`src/design/rdd_pkg.sv`:
```
// Shared types and constants for the resource deadlock detector.
// No dependencies; used by the controller, datapath and top level by scoped names.
package rdd_pkg;

  localparam int PROC_NUM   = 16;
  localparam int RES_NUM    = 16;
  localparam int COUNT_BITS = 8;
  localparam int P_BITS     = $clog2(PROC_NUM);
  localparam int R_BITS     = $clog2(RES_NUM);
  localparam int ADDR_BITS  = P_BITS + R_BITS;
  localparam int TABLE_DEPTH = PROC_NUM * RES_NUM;
  // Saturated counts span 0..16, so one bit more than an index.
  localparam int CFG_BITS   = 5;
  // Sum of PROC_NUM allocations of COUNT_BITS each.
  localparam int USED_BITS  = COUNT_BITS + P_BITS;
  localparam int REQ_BITS   = R_BITS + 1;

  localparam logic [COUNT_BITS-1:0] COUNT_MAX = '1;

  // Configuration register indexes (paddr[2]).
  localparam logic REG_PROCESS_COUNT  = 1'b0;
  localparam logic REG_RESOURCE_COUNT = 1'b1;

  typedef enum logic [1:0] {
    OP_SET_TOTAL = 2'd0,
    OP_SET_ALLOC = 2'd1,
    OP_SET_REQ   = 2'd2,
    OP_RUN       = 2'd3
  } op_t;

  typedef enum logic [9:0] {
    ST_IDLE      = 10'b00_0000_0001,
    ST_SUM       = 10'b00_0000_0010,
    ST_SUM_DRAIN = 10'b00_0000_0100,
    ST_MARK      = 10'b00_0000_1000,
    ST_SCAN      = 10'b00_0001_0000,
    ST_RELEASE   = 10'b00_0010_0000,
    ST_ADVANCE   = 10'b00_0100_0000,
    ST_CHECK     = 10'b00_1000_0000,
    ST_EMIT      = 10'b01_0000_0000,
    ST_EMIT_NONE = 10'b10_0000_0000
  } state_t;

  // Commands from the controller to the datapath.
  typedef struct packed {
    logic load;
    logic run_start;
    logic sum_issue;
    logic mark;
    logic scan;
    logic rel_issue;
    logic p_advance;
    logic pass_restart;
    logic emit_init;
    logic out_load;
    logic out_found;
  } cmd_t;

  // Status from the datapath to the controller.
  typedef struct packed {
    logic np_zero;
    logic nr_zero;
    logic sum_last;
    logic candidate;
    logic r_last;
    logic p_last;
    logic changed;
    logic deadlock;
    logic cur_unf;
    logic last_unf;
    logic out_space;
  } stat_t;

endpackage

```
`src/design/rdd_ram.sv`:
```
// Generic single-write, single-read RAM with registered read data.
// No dependencies.
module rdd_ram #(
  parameter int WIDTH = 8,
  parameter int DEPTH = 256
) (
  input  logic                     clk,
  input  logic                     wr_en,
  input  logic [$clog2(DEPTH)-1:0] wr_addr,
  input  logic [WIDTH-1:0]         wr_data,
  input  logic                     rd_en,
  input  logic [$clog2(DEPTH)-1:0] rd_addr,
  output logic [WIDTH-1:0]         rd_data
);

  logic [WIDTH-1:0] mem [DEPTH];

  always_ff @(posedge clk) begin
    if (wr_en) begin
      mem[wr_addr] <= wr_data;
    end
    if (rd_en) begin
      rd_data <= mem[rd_addr];
    end
  end

endmodule

```
`src/design/rdd_ctrl.sv`:
```
// Controller state machine of the deadlock detector.
// Depends on rdd_pkg for the state, command and status types.
module rdd_ctrl (
  input  logic           clk,
  input  logic           rst,
  input  logic           s_tvalid,
  input  logic [1:0]     s_tuser,
  output logic           s_tready,
  input  rdd_pkg::stat_t stat,
  output rdd_pkg::cmd_t  cmd
);

  rdd_pkg::state_t state, state_next;

  always_ff @(posedge clk) begin
    if (rst) begin
      state <= rdd_pkg::ST_IDLE;
    end else begin
      state <= state_next;
    end
  end

  always_comb begin
    state_next = state;
    cmd        = '0;
    s_tready   = 1'b0;
    case (state)
      rdd_pkg::ST_IDLE: begin
        s_tready = 1'b1;
        if (s_tvalid) begin
          if (rdd_pkg::op_t'(s_tuser) == rdd_pkg::OP_RUN) begin
            cmd.run_start = 1'b1;
            // nothing to sum when either count is zero
            state_next = (stat.np_zero || stat.nr_zero) ? rdd_pkg::ST_SUM_DRAIN
                                                        : rdd_pkg::ST_SUM;
          end else begin
            cmd.load = 1'b1;
          end
        end
      end
      rdd_pkg::ST_SUM: begin
        cmd.sum_issue = 1'b1;
        if (stat.sum_last) begin
          state_next = rdd_pkg::ST_SUM_DRAIN;
        end
      end
      rdd_pkg::ST_SUM_DRAIN: begin
        state_next = rdd_pkg::ST_MARK;
      end
      rdd_pkg::ST_MARK: begin
        cmd.mark = 1'b1;
        state_next = stat.np_zero ? rdd_pkg::ST_CHECK : rdd_pkg::ST_SCAN;
      end
      rdd_pkg::ST_SCAN: begin
        cmd.scan = 1'b1;
        state_next = (stat.candidate && !stat.nr_zero) ? rdd_pkg::ST_RELEASE
                                                       : rdd_pkg::ST_ADVANCE;
      end
      rdd_pkg::ST_RELEASE: begin
        cmd.rel_issue = 1'b1;
        if (stat.r_last) begin
          state_next = rdd_pkg::ST_ADVANCE;
        end
      end
      rdd_pkg::ST_ADVANCE: begin
        if (!stat.p_last) begin
          cmd.p_advance = 1'b1;
          state_next = rdd_pkg::ST_SCAN;
        end else if (stat.changed) begin
          cmd.pass_restart = 1'b1;
          state_next = rdd_pkg::ST_SCAN;
        end else begin
          state_next = rdd_pkg::ST_CHECK;
        end
      end
      rdd_pkg::ST_CHECK: begin
        cmd.emit_init = 1'b1;
        state_next = stat.deadlock ? rdd_pkg::ST_EMIT : rdd_pkg::ST_EMIT_NONE;
      end
      rdd_pkg::ST_EMIT: begin
        if (!stat.cur_unf) begin
          cmd.p_advance = 1'b1;
        end else if (stat.out_space) begin
          cmd.out_load  = 1'b1;
          cmd.out_found = 1'b1;
          if (stat.last_unf) begin
            state_next = rdd_pkg::ST_IDLE;
          end else begin
            cmd.p_advance = 1'b1;
          end
        end
      end
      rdd_pkg::ST_EMIT_NONE: begin
        if (stat.out_space) begin
          cmd.out_load = 1'b1;
          state_next = rdd_pkg::ST_IDLE;
        end
      end
      default: begin
        state_next = rdd_pkg::ST_IDLE;
      end
    endcase
  end

endmodule

```
`src/design/rdd_datapath.sv`:
```
// Datapath of the deadlock detector: tables, work vector, flags, counters,
// allocation RAM and output register. Depends on rdd_pkg and rdd_ram.
module rdd_datapath (
  input  logic                               clk,
  input  logic                               rst,
  input  rdd_pkg::cmd_t                      cmd,
  output rdd_pkg::stat_t                     stat,
  input  logic [1:0]                         op,
  input  logic [rdd_pkg::P_BITS-1:0]         process_index,
  input  logic [rdd_pkg::R_BITS-1:0]         resource_index,
  input  logic [rdd_pkg::COUNT_BITS-1:0]     amount,
  input  logic                               request_valid,
  input  logic [rdd_pkg::CFG_BITS-1:0]       process_count,
  input  logic [rdd_pkg::CFG_BITS-1:0]       resource_count,
  input  logic                               m_tready,
  output logic                               m_tvalid,
  output logic [rdd_pkg::P_BITS-1:0]         deadlocked_process,
  output logic                               deadlock_found,
  output logic                               last
);

  localparam int PN = rdd_pkg::PROC_NUM;
  localparam int RN = rdd_pkg::RES_NUM;
  localparam int CB = rdd_pkg::COUNT_BITS;
  localparam int UB = rdd_pkg::USED_BITS;

  logic [CB-1:0]                 total [RN];
  logic [rdd_pkg::REQ_BITS-1:0]  req   [PN];
  logic [CB-1:0]                 work  [RN];
  logic [PN-1:0]                 finished;
  logic [PN-1:0]                 holds;
  logic                          changed;
  logic [rdd_pkg::P_BITS-1:0]    p_cnt;
  logic [rdd_pkg::R_BITS-1:0]    r_cnt;
  logic [UB-1:0]                 used;

  // tag of the RAM read in flight
  logic                          tag_valid;
  logic                          tag_rel;
  logic [rdd_pkg::P_BITS-1:0]    tag_p;
  logic [rdd_pkg::R_BITS-1:0]    tag_r;
  logic                          tag_first;
  logic                          tag_lastp;

  logic [CB-1:0]                 rd_data;
  logic [rdd_pkg::CFG_BITS-1:0]  np, nr;
  logic [rdd_pkg::P_BITS-1:0]    np_m1;
  logic [rdd_pkg::R_BITS-1:0]    nr_m1;
  logic [UB-1:0]                 sum_total;
  logic [UB-1:0]                 total_ext;
  logic [CB-1:0]                 avail;
  logic [CB:0]                   rel_sum;
  logic [CB-1:0]                 rel_sat;
  logic [rdd_pkg::REQ_BITS-1:0]  cur_req;
  logic                          fits;
  logic [PN-1:0]                 unf;
  logic [PN-1:0]                 unf_upper;
  logic                          alloc_we;

  // Saturate the counts at the table sizes.
  assign np = (process_count > rdd_pkg::CFG_BITS'(PN)) ? rdd_pkg::CFG_BITS'(PN)
                                                       : process_count;
  assign nr = (resource_count > rdd_pkg::CFG_BITS'(RN)) ? rdd_pkg::CFG_BITS'(RN)
                                                        : resource_count;
  assign np_m1 = rdd_pkg::P_BITS'(np - rdd_pkg::CFG_BITS'(1));
  assign nr_m1 = rdd_pkg::R_BITS'(nr - rdd_pkg::CFG_BITS'(1));

  assign alloc_we = cmd.load && (rdd_pkg::op_t'(op) == rdd_pkg::OP_SET_ALLOC);

  rdd_ram #(
    .WIDTH (CB),
    .DEPTH (rdd_pkg::TABLE_DEPTH)
  ) u_alloc (
    .clk     (clk),
    .wr_en   (alloc_we),
    .wr_addr ({process_index, resource_index}),
    .wr_data (amount),
    .rd_en   (cmd.sum_issue || cmd.rel_issue),
    .rd_addr ({p_cnt, r_cnt}),
    .rd_data (rd_data)
  );

  // Column sum and available count.
  assign sum_total = (tag_first ? '0 : used) + UB'(rd_data);
  assign total_ext = UB'(total[tag_r]);
  assign avail     = (total_ext > sum_total) ? CB'(total_ext - sum_total) : '0;

  // Release adds with saturation.
  assign rel_sum = {1'b0, work[tag_r]} + {1'b0, rd_data};
  assign rel_sat = rel_sum[CB] ? rdd_pkg::COUNT_MAX : rel_sum[CB-1:0];

  // A missing request, or one outside the counted resources, always fits.
  assign cur_req = req[p_cnt];
  assign fits = !cur_req[rdd_pkg::R_BITS]
             || ({1'b0, cur_req[rdd_pkg::R_BITS-1:0]} >= nr)
             || (work[cur_req[rdd_pkg::R_BITS-1:0]] != '0);

  assign unf       = ~finished;
  assign unf_upper = unf >> p_cnt;

  always_comb begin
    stat           = '0;
    stat.np_zero   = (np == '0);
    stat.nr_zero   = (nr == '0);
    stat.sum_last  = (p_cnt == np_m1) && (r_cnt == nr_m1);
    stat.candidate = !finished[p_cnt] && fits;
    stat.r_last    = (r_cnt == nr_m1);
    stat.p_last    = (p_cnt == np_m1);
    stat.changed   = changed;
    // two or more unfinished: clearing the lowest set bit leaves some bit
    stat.deadlock  = (unf & (unf - PN'(1))) != '0;
    stat.cur_unf   = unf[p_cnt];
    stat.last_unf  = (unf_upper >> 1) == '0;
    stat.out_space = !m_tvalid || m_tready;
  end

  // Load tables.
  always_ff @(posedge clk) begin
    if (cmd.load && (rdd_pkg::op_t'(op) == rdd_pkg::OP_SET_TOTAL)) begin
      total[resource_index] <= amount;
    end
    if (cmd.load && (rdd_pkg::op_t'(op) == rdd_pkg::OP_SET_REQ)) begin
      req[process_index] <= {request_valid, resource_index};
    end
  end

  // Counters, flags and work vector.
  always_ff @(posedge clk) begin
    if (rst) begin
      work      <= '{default: '0};
      finished  <= '0;
      holds     <= '0;
      changed   <= 1'b0;
      p_cnt     <= '0;
      r_cnt     <= '0;
      tag_valid <= 1'b0;
    end else begin
      tag_valid <= cmd.sum_issue || cmd.rel_issue;
      tag_rel   <= cmd.rel_issue;
      tag_p     <= p_cnt;
      tag_r     <= r_cnt;
      tag_first <= (p_cnt == '0);
      tag_lastp <= (p_cnt == np_m1);

      if (cmd.run_start) begin
        work     <= '{default: '0};
        finished <= '0;
        holds    <= '0;
        changed  <= 1'b0;
        p_cnt    <= '0;
        r_cnt    <= '0;
      end

      // retire a RAM read
      if (tag_valid && !tag_rel) begin
        used <= sum_total;
        if (rd_data != '0) begin
          holds[tag_p] <= 1'b1;
        end
        if (tag_lastp) begin
          work[tag_r] <= avail;
        end
      end
      if (tag_valid && tag_rel) begin
        work[tag_r] <= rel_sat;
      end

      // sum walk: process inner, resource outer
      if (cmd.sum_issue) begin
        if (p_cnt == np_m1) begin
          p_cnt <= '0;
          r_cnt <= r_cnt + 1'b1;
        end else begin
          p_cnt <= p_cnt + 1'b1;
        end
      end

      if (cmd.mark) begin
        for (int i = 0; i < PN; i++) begin
          finished[i] <= (i >= int'(np)) || !holds[i];
        end
        p_cnt   <= '0;
        changed <= 1'b0;
      end

      if (cmd.scan && stat.candidate) begin
        finished[p_cnt] <= 1'b1;
        changed         <= 1'b1;
        r_cnt           <= '0;
      end

      if (cmd.rel_issue) begin
        r_cnt <= r_cnt + 1'b1;
      end

      if (cmd.p_advance) begin
        p_cnt <= p_cnt + 1'b1;
      end

      if (cmd.pass_restart) begin
        p_cnt   <= '0;
        changed <= 1'b0;
      end

      if (cmd.emit_init) begin
        p_cnt <= '0;
      end
    end
  end

  // Output register.
  always_ff @(posedge clk) begin
    if (rst) begin
      m_tvalid <= 1'b0;
    end else if (cmd.out_load) begin
      m_tvalid <= 1'b1;
    end else if (m_tready) begin
      m_tvalid <= 1'b0;
    end
  end

  always_ff @(posedge clk) begin
    if (cmd.out_load) begin
      deadlock_found     <= cmd.out_found;
      deadlocked_process <= cmd.out_found ? p_cnt : '0;
      last               <= cmd.out_found ? stat.last_unf : 1'b1;
    end
  end

endmodule

```
`src/design/resource_deadlock_detector_core.sv`:
```
// Top level of the resource deadlock detector: stream ports, APB register
// file, controller and datapath. Depends on rdd_pkg, rdd_ctrl, rdd_datapath.
//
// Usage:
//   Requests enter on the s_ stream: s_tuser carries the operation (set
//   resource total, set allocation, set request, run detection), s_tdata the
//   indexes, amount and request flag. Load requests are taken one per cycle
//   while idle and give no result. A run request walks the stored tables and
//   gives one or more results on the m_ stream: m_tuser is the deadlock flag,
//   m_tdata the deadlocked process index, m_tlast closes the run.
// Steps of a run (np, nr the saturated counts): the column sums through
//   the allocation RAM's single read port, the release passes over the
//   np processes, each release reading nr allocations, then the count of
//   the unfinished processes and the emit walk over the process indexes,
//   which waits on any receiver stall. s_tready stays low for the whole run
//   and rises once the last result is in the output register.
// A stalled receiver holds the current result in the output register; the
//   emit walk waits for it, and after the final result the block takes new
//   requests while that result still waits.
// Reset clears the counts, the work vector, the finished flags and the
//   handshake state; the resource, allocation and request tables are not
//   cleared and must be loaded before a run reads them.
// Registers (APB, byte address 4*i): 0 process_count, 1 resource_count.
module resource_deadlock_detector_core (
  input  logic                             clk,
  input  logic                             rst,
  // slave stream
  input  logic                             s_tvalid,
  output logic                             s_tready,
  // {pad[23:17], request_valid[16], amount[15:8], resource_index[7:4],
  //  process_index[3:0]}
  input  logic [23:0]                      s_tdata,
  // {operation[1:0]}
  input  logic [1:0]                       s_tuser,
  // master stream
  output logic                             m_tvalid,
  input  logic                             m_tready,
  // {pad[7:4], deadlocked_process[3:0]}
  output logic [7:0]                       m_tdata,
  // {deadlock_found[0]}
  output logic                             m_tuser,
  output logic                             m_tlast,
  // configuration port
  input  logic                             psel,
  input  logic                             penable,
  input  logic                             pwrite,
  input  logic [2:0]                       paddr,
  input  logic [31:0]                      pwdata,
  output logic [31:0]                      prdata,
  output logic                             pready
);

  logic [rdd_pkg::CFG_BITS-1:0] process_count;
  logic [rdd_pkg::CFG_BITS-1:0] resource_count;
  logic [rdd_pkg::P_BITS-1:0]   deadlocked_process;
  rdd_pkg::cmd_t                cmd;
  rdd_pkg::stat_t               stat;
  logic                         cfg_write;

  assign pready    = 1'b1;
  assign cfg_write = psel && penable && pwrite && pready;

  // Register file: the register index sits in paddr[2].
  always_ff @(posedge clk) begin
    if (rst) begin
      process_count  <= '0;
      resource_count <= '0;
    end else if (cfg_write) begin
      if (paddr[2] == rdd_pkg::REG_PROCESS_COUNT) begin
        process_count <= pwdata[rdd_pkg::CFG_BITS-1:0];
      end else begin
        resource_count <= pwdata[rdd_pkg::CFG_BITS-1:0];
      end
    end
  end

  always_comb begin
    if (paddr[2] == rdd_pkg::REG_RESOURCE_COUNT) begin
      prdata = 32'(resource_count);
    end else begin
      prdata = 32'(process_count);
    end
  end

  rdd_ctrl u_ctrl (
    .clk      (clk),
    .rst      (rst),
    .s_tvalid (s_tvalid),
    .s_tuser  (s_tuser),
    .s_tready (s_tready),
    .stat     (stat),
    .cmd      (cmd)
  );

  rdd_datapath u_dp (
    .clk                (clk),
    .rst                (rst),
    .cmd                (cmd),
    .stat               (stat),
    .op                 (s_tuser),
    .process_index      (s_tdata[3:0]),
    .resource_index     (s_tdata[7:4]),
    .amount             (s_tdata[15:8]),
    .request_valid      (s_tdata[16]),
    .process_count      (process_count),
    .resource_count     (resource_count),
    .m_tready           (m_tready),
    .m_tvalid           (m_tvalid),
    .deadlocked_process (deadlocked_process),
    .deadlock_found     (m_tuser),
    .last               (m_tlast)
  );

  // Pad the result to a whole byte.
  assign m_tdata = 8'(deadlocked_process);

endmodule
```
`config.mk`:
```
export PLATFORM = sky130hd
export DESIGN_NAME = resource_deadlock_detector_core
export DESIGN_NICKNAME = d
export VERILOG_FILES = /design/src/design/rdd_pkg.sv /design/src/design/rdd_ram.sv /design/src/design/rdd_ctrl.sv /design/src/design/rdd_datapath.sv /design/src/design/resource_deadlock_detector_core.sv
export SDC_FILE = /design/constraint.sdc
export NUM_CORES = 2
export LEC_CHECK = 0
export BUFFER_PORTS_ARGS = -buffer_cell sky130_fd_sc_hd__buf_2
export CAP_MARGIN = 25
export CORE_ASPECT_RATIO = 0.6
export CORE_MARGIN = 4
export CORE_UTILIZATION = 44
export CTS_BUF_LIST = sky130_fd_sc_hd__clkbuf_16
export CTS_CLUSTER_DIAMETER = 30
export DETAILED_ROUTE_END_ITERATION = 10
export PLACE_DENSITY = 0.59
export SLEW_MARGIN = 20
export SYNTH_ARGS = -nofsm -noshare
export SYNTH_HDL_FRONTEND = slang
export SYNTH_SLANG_ARGS = --single-unit
export TNS_END_PERCENT = 1
```
`constraint.sdc`:
```
create_clock -name clk -period 4.4 [get_ports clk]
set_input_delay 0.88 -clock clk [delete_from_list [all_inputs] [get_ports clk]]
set_output_delay 0.88 -clock clk [all_outputs]
set_load 0.01 [all_outputs]
```
## Yosys cells after proc, flatten, opt, wreduce, memory -nomap -nowiden

Memory sizes are Yosys's and may differ from the RTL's. A register that Yosys moved wholly into a read port is not among the register bits.
Cells that the tools add are included.

| operators by class | value |
|---|---|
| $add $sub $neg | 8 |
| $lt $le $gt $ge | 27 |
| eq/ne operators | 23 |
| shift-type cells | 1 |
| muxes and demuxes | 100 |
| bitwise logic cells | 8 |
| reduce and logical (&&, ||, !) cells | 73 |

Operators with widths:

| operator | number |
|---|---|
| 128-bit 2-to-1 mux | 6 |
| 128-bit bitwise mux | 2 |
| 16-bit 2-to-1 mux | 8 |
| 10-bit one-hot mux with 10 select lines | 1 |
| 10-bit 2-to-1 mux | 9 |
| 8-bit 2-to-1 mux | 10 |
| 8-bit binary-select mux with 4-bit select | 2 |
| 4-bit 2-to-1 mux | 13 |
| 4-bit by 5-bit greater-or-equal comparator with 1-bit output (first input constant) | 8 |
| 8-bit demux with 4-bit select | 1 |
| 1-bit 2-to-1 mux | 32 |
| 16-bit OR | 2 |
| 1-bit zero test | 21 |
| 1-bit logical OR | 21 |
| 3-bit by 5-bit greater-or-equal comparator with 1-bit output (first input constant) | 4 |
| 16-bit bitwise AND | 1 |
| 16-bit zero test | 1 |
| 16-bit inverter | 1 |
| 16-bit nonzero test | 1 |
| 8-bit nonzero test | 2 |
| 16-bit by 4-bit right shift with 16-bit output | 1 |
| 16-bit by 1-bit subtractor with 16-bit output (second input constant) | 1 |
| 5-bit 2-to-1 mux | 3 |
| 1-bit logical AND | 14 |
| other kinds (48) | 75 |

| word-level totals | value |
|---|---|
| register bits after elaboration | 220 |
| RAM bits | 2,256 |
| input port bits | 68 |
| output and inout port bits | 45 |
| logic and storage cells | 278 |
| memories | 3 |

Memories:

| name | depth | bits a word | read ports | clocked after Yosys merged registers in | write ports | RTL line | source |
|---|---|---|---|---|---|---|---|
| u_dp.u_alloc.mem | 256 | 8 | 1 | 1 | 1 | rdd_ram.sv:16 | `logic [WIDTH-1:0] mem [DEPTH];` |
| u_dp.total | 16 | 8 | 1 | 1 | 1 | rdd_datapath.sv:27 | `logic [CB-1:0] total [RN];` |
| u_dp.req | 16 | 5 | 1 | 1 | 1 | rdd_datapath.sv:28 | `logic [rdd_pkg::REQ_BITS-1:0] req [PN];` |

## Longest topological paths before layout

| depth | value |
|---|---|
| word-level depth | 12 |
| gate-level depth with buffers | 19 |
| depth with buffers taken out | 16 |

## Hierarchy

From an unflattened synthesis, not the netlist that was laid out.

| unflattened totals | value |
|---|---|
| cell total of the unflattened synthesis | 5,739 |
| area, all modules | 102,698.5 um2 |

By module, submodules not included:

| module | instances | cells an instance | area an instance (um2) | seq. area each (um2) |
|---|---|---|---|---|
| rdd_ram | 1 | 3,733 | 79,636.4 | 61,739.2 |
| rdd_datapath | 1 | 1,822 | 21,450.6 | 10,700.3 |
| rdd_ctrl | 1 | 103 | 852.1 | 200.2 |
| resource_deadlock_detector_core | 1 | 81 | 759.5 | 200.2 |

## Least setup slack after synthesis

Ideal clock, no wire load.

| path | value |
|---|---|
| path type | register -> register |
| start point | reg u_dp.tag_r[0] (netlist name) |
| end point | reg u_dp.work[12] (netlist name) |
| setup time | 142 ps |
| arrival | 4,584 ps |
| required time | 4,258 ps |
| setup slack | -326 ps |
| stages on the path, launching flop included | 20 |
| path buffers | 5 |
| clock period less this slack | 4,726 ps |
| cell sequence | edfxtp_1 clkbuf_1 buf_2 buf_1 mux4_2 mux4_2 ha_1 inv_1 fa_1 nor2b_1 o21ai_0 a21boi_0 o21ai_0 a21boi_0 o21ai_0 nand2b_1 clkbuf_1 nor2_1 clkbuf_1 a221oi_1 |

| on the way | value |
|---|---|
| longest elaborated chain between the ends | 11 |
| elaborated cells between the ends (all ways) | 17 |
| classes of those cells | add/sub (1); order compare (2); mux (12); bitwise (1); reduce/logical (1) |

Ends and longest elaborated chain:

| item | RTL line | source |
|---|---|---|
| start: declaration | rdd_datapath.sv:41 | `logic [rdd_pkg::R_BITS-1:0] tag_r;` |
| start signal: assignment | rdd_datapath.sv:141 | `tag_r <= r_cnt;` |
| 4-bit inverter with 5-bit output (not written as such) * | rdd_datapath.sv:89, rdd_datapath.sv:161, rdd_datapath.sv:165 |  |
| branches (longest 9 deep; another with 8-bit by 8-bit adder with 9-bit output) | -- |  |
| 128-bit 2-to-1 mux * | rdd_datapath.sv:164 | `if (tag_valid && tag_rel) begin` |
| end signal: indexed assignment | rdd_datapath.sv:161 | `work[tag_r] <= avail;` |
| end signal: indexed assignment | rdd_datapath.sv:165 | `work[tag_r] <= rel_sat;` |
| end: declaration | rdd_datapath.sv:29 | `logic [CB-1:0] work [RN];` |

Mark *: on every way between the ends. The select of a mux whose other input is x is not followed.
A chain may end at the register's enable or synchronous reset.

==> results.cfg <==
[power]
power.density_cell_area_nw_per_um2 = 457
power_switching_mw = 12.1
static-leakage-power_nw = 38.0
report.power.total_mw = 55.0
ir_worst_vdd_v = 0.000467
share_comb_of_total_power_pct = 2.2
swShare_pct = 21.9
share_seq_of_total_power_pct = 47.1
p_clk_share_pct = 50.8
cell_internal_pwr_mw = 42.9

[worst_setup_path]
kind_of_capture_point_of_the_worst_setup_path = flip-flop
timing.reg2reg.setup_slack_ns = 0.15
crit_path_cell_trace = buf_12 > mux4_2 > mux4_2 > ha_1 > nor2b_1 > o21ai_0 > a21boi_0 > o21ai_0 > a21boi_1 > o31ai_1 > buf_4 > a211oi_4 > buf_12 > buf_6 > nand3b_1 > a221oi_1
cpMaxStageDelayCell = sky130_fd_sc_hd__mux4_2
critPathRequiredTime_ns = 5.10
critical_path_buf_inv_count = 4
path_max_fanout = 20
timing.critical_path.from_type = flip-flop
cp_data_arrival_time_ns = 4.95
critical_path.max_stage_delay_ns = 0.59
timing.setup.critical_path_class = reg2reg
worst_path_dominant_cell_family = compound AO/OA/AOI/OAI gates

[sta]
fin_crit_sh_pct = 96.5
post_route_setup_tns_ns = 0
relSlewSlack_pct = 20.5
finalWorstPathRequiredPeriod_ns = 4.25
clock_skew_ns = 0.0472
layout_setup_ws_ns = 0.153
number_of_endpoints_failing_setup_at_the_final_stage = 0
grt_setup_unrepaired = false
final-max-slew-violation-count = 0
clock.fmax_mhz = 235
finalHoldViolCount = 0
tightest_slew_ns = 1.19

[drt]
detail_route.vias_per_cell = 6.19
dr_total_vias = 56400
finalWirelength_microns = 281000
drtAntennaViolNets = 0
drc_errors = 0
first_iter_violations = 7981
wire_per_inst_microns = 30.8
drt-pass1-iter-count = 6

[placement]
place.port_buffers = 44
dpl.hpwl_microns = 180000
placedInstanceArea_sq_um = 109000
gp_weighted_congestion = 0.925
place_ws_ns = 0.0618

[global_routing]
first_global_vias = 53800
globalRouteTotalUtil_pct = 23.3
grt_start_max_net_pins = 137
grt_first_pass_wirelength_microns = 401000
number_of_antenna_violations_at_the_first_check_in_global_routing = 20
global_route.overflow_total = 0

[logic_synthesis]
ys_ff_latch = 2492
synth-seq-area-share_pct = 71.9
yosys.area.top_type_share_pct = 68.0
netlist-cell-type-count = 86
netlist_instances = 5206
syn-mean-instance-area_sq_um = 19.5
yosys-top-cells-area = sky130_fd_sc_hd__edfxtp_1 68%, sky130_fd_sc_hd__mux4_2 17%, sky130_fd_sc_hd__dfxtp_1 3.9%
synth.yosys.warnings = 0
ys_async_sr_fraction_pct = 0
netlist_area_sq_um = 101000
postSynth.topFlopCell = sky130_fd_sc_hd__edfxtp_1
number_of_synthesized_flops_with_an_enable_pin = 2293
synth_top_cell_by_area = sky130_fd_sc_hd__edfxtp_1

[floorplan]
core_area_sq_um = 229000
die_w_microns = 627
start_util_pct = 44.2
top_level_ports = 113
die_y_microns = 380
floorplan.rows = 136
die-area_sq_um = 238000

[worst_hold_path]
worst_hold_startpoint = pwdata[3]
worst_hold_path_type = in2reg

[cells_and_area]
filler_cell_count = 17800
fraction_of_layout_cells_with_a_size_suffix_above_1_pct = 33.1
layout.cell_area.non_filler_sq_um = 120000
finish.net_count = 5890
area.growth.synth_to_final_pct = 18.9

[clock_tree]
cts_max_path_buffers = 4
clock_tree_from_tritoncts = done
clkSlewWorstSetupHoldPaths_ns = 0.06
cts_sinks = 2492
cts.root.buffer_cell = sky130_fd_sc_hd__clkbuf_16
ctsHoldBuffers = 0
cts_buffers = 346
clk_latency_ns = 0.85
cts_htree_levels = 5

[status]
run_status = complete, no violations

[flow_run]
timing.max_cap.violations = 0
-- flip-flops by register name, summed over array words and instances (netlist names), 4 cells and up, named ones only --
| signal | flops |
|---|---|
| u_dp.u_alloc.mem | 2048 |
| u_dp.total | 128 |
| u_dp.work | 128 |
| u_dp.req | 80 |
| u_dp.finished | 16 |
| u_dp.holds | 16 |
| u_dp.used | 12 |
| u_ctrl.state | 10 |
| u_dp.u_alloc.rd_data | 8 |
| process_count | 5 |
| resource_count | 5 |
| u_dp.deadlocked_process | 4 |
| u_dp.p_cnt | 4 |
| u_dp.r_cnt | 4 |
| u_dp.tag_p | 4 |
| u_dp.tag_r | 4 |
-- synthesized netlist by cell type, drive strengths merged (11+ instances only) --
master,number
mux4,786
nand3b,20
clkbuf,228
mux2,16
mux2i,26
nor2b,33
nor4,36
nand3,145
nand2,124
xnor2,16
a21oi,102
inv,37
a22oi,28
a31oi,69
dfxtp,199
o21ai,31
nor2,439
a211oi,17
or3,13
nor3,18
buf,144
o31ai,16
nand2b,20
and3,20
edfxtp,2293
nand4,21
xor2,11
ha,37
a221oi,115
a21o,20
-- layer usage --
layer,GRT usage [%],vias to the layer above,routed length (microns)
li1,-,22900,-
met1,38.7,29800,127000
met2,30.4,3226,115000
met3,6.32,371,33800
met4,4.37,12,4630
met5,0.327,-,178
-- placed cells by master (no fill, tap or decap), types with 20 or more instances in the layout --
| master | synthesis | layout |
|---|---|---|
| sky130_fd_sc_hd__buf_12 | 0 | 60 |
| sky130_fd_sc_hd__nand3b_1 | 20 | 20 |
| sky130_fd_sc_hd__nor4_1 | 36 | 36 |
| sky130_fd_sc_hd__a21oi_1 | 102 | 102 |
| sky130_fd_sc_hd__nor2_1 | 439 | 434 |
| sky130_fd_sc_hd__clkinvlp_4 | 0 | 47 |
| sky130_fd_sc_hd__dfxtp_1 | 199 | 193 |
| sky130_fd_sc_hd__nand3_1 | 145 | 143 |
| sky130_fd_sc_hd__clkinv_2 | 0 | 27 |
| sky130_fd_sc_hd__ha_1 | 37 | 37 |
| sky130_fd_sc_hd__conb_1 | 2 | 32 |
| sky130_fd_sc_hd__a31oi_1 | 68 | 68 |
| sky130_fd_sc_hd__buf_2 | 49 | 35 |
| sky130_fd_sc_hd__clkinv_1 | 3 | 38 |
| sky130_fd_sc_hd__edfxtp_1 | 2293 | 2293 |
| sky130_fd_sc_hd__a221oi_1 | 115 | 115 |
| sky130_fd_sc_hd__and3_1 | 20 | 20 |
| sky130_fd_sc_hd__inv_1 | 36 | 47 |
| sky130_fd_sc_hd__nand2_1 | 124 | 116 |
| sky130_fd_sc_hd__mux2i_1 | 26 | 26 |
| sky130_fd_sc_hd__mux4_2 | 780 | 780 |
| sky130_fd_sc_hd__bufinv_16 | 0 | 29 |
| sky130_fd_sc_hd__a22oi_1 | 28 | 28 |
| sky130_fd_sc_hd__o21ai_0 | 30 | 28 |
| sky130_fd_sc_hd__inv_8 | 0 | 22 |
| sky130_fd_sc_hd__a21o_1 | 20 | 20 |
| sky130_fd_sc_hd__nand4_1 | 20 | 20 |
| sky130_fd_sc_hd__inv_6 | 0 | 59 |
| sky130_fd_sc_hd__clkinv_4 | 0 | 37 |
| sky130_fd_sc_hd__nor2b_1 | 33 | 33 |
| sky130_fd_sc_hd__buf_4 | 34 | 464 |
| sky130_fd_sc_hd__clkbuf_16 | 0 | 357 |
-- kinds of logic (layout without fill, tap and decap cells) --
kind of cell / after synthesis / count (layout) / share of synthesized area (%)
flip-flops: 2492 / 2492 / 71.9
AND/OR/NAND/NOR: 929 / 929 / 4.24
multiplexers: 828 / 828 / 17.9
AO/OA/AOI/OAI: 472 / 472 / 3.33
buffers and inverters: 414 / 1248 / 1.80
adder cells (fa/ha/maj): 42 / 42 / 0.536
XOR/XNOR: 27 / 27 / 0.233
other: 2 / 35 / 0.00742
-- tightest hold or removal path, stage by stage --
cell and delay, ns:
sky130_fd_sc_hd__buf_2 0.09, sky130_fd_sc_hd__mux2i_1 0.06, sky130_fd_sc_hd__nor2_1 0.07
-- per-stage QoR --
step                instances  utilization (%)  hold WS (ns)
floorplan                5236                -         0.406
global placement         8459             47.4         0.471
detailed placement       8459             47.4         0.477
CTS                      9095             52.5         0.265
global route             9107             52.6         0.297
finish                   9109             52.6         0.315
-- repair_timing --
| item | 4_1_cts | 5_1_grt |
|---|---|---|
| endpoints found under the hold margin | 0 | 0 |
| buffers inserted | 0 | 1 |
| setup endpoints to repair | 0 | 136 |
| gates resized for setup | 0 | 14 |
-- power by group through the flow --
stage          Sequential [mW]  Combinational (mW)  Clock [mW]
2_1_floorplan             26.4               0.426           0
3_3_place_gp              26.4                1.13           0
3_5_place_dp              26.4                1.16           0
4_1_cts                   25.9                1.16        28.3
5_1_grt                   25.9                1.25        29.5
6_report                  25.9                1.19        27.9
-- area by class of cell --
type,count,area (sq um),area share [%]
Multi-Input combinational cell,2330,26800,22.3
Clock buffer,356,8910,7.40
Sequential cell,2492,72900,60.5
Clock inverter,280,2820,2.34
Antenna cell,3,7.51,0.00623
Timing Repair Buffer,572,5050,4.19
Tap cell,3036,3800,3.15
Inverter,40,150,0.125
-- final timing paths --
kind / to / cells past startpoint
max: u_dp.work[121]$_SDFF_PP0_ / 16
min: process_count[3]$_SDFFE_PP0P_ / 3
min reg2reg: u_dp.changed$_SDFFE_PP0P_ / 2
max reg2reg: u_dp.work[121]$_SDFF_PP0_ / 16
Power figures use the tool's default switching activity.
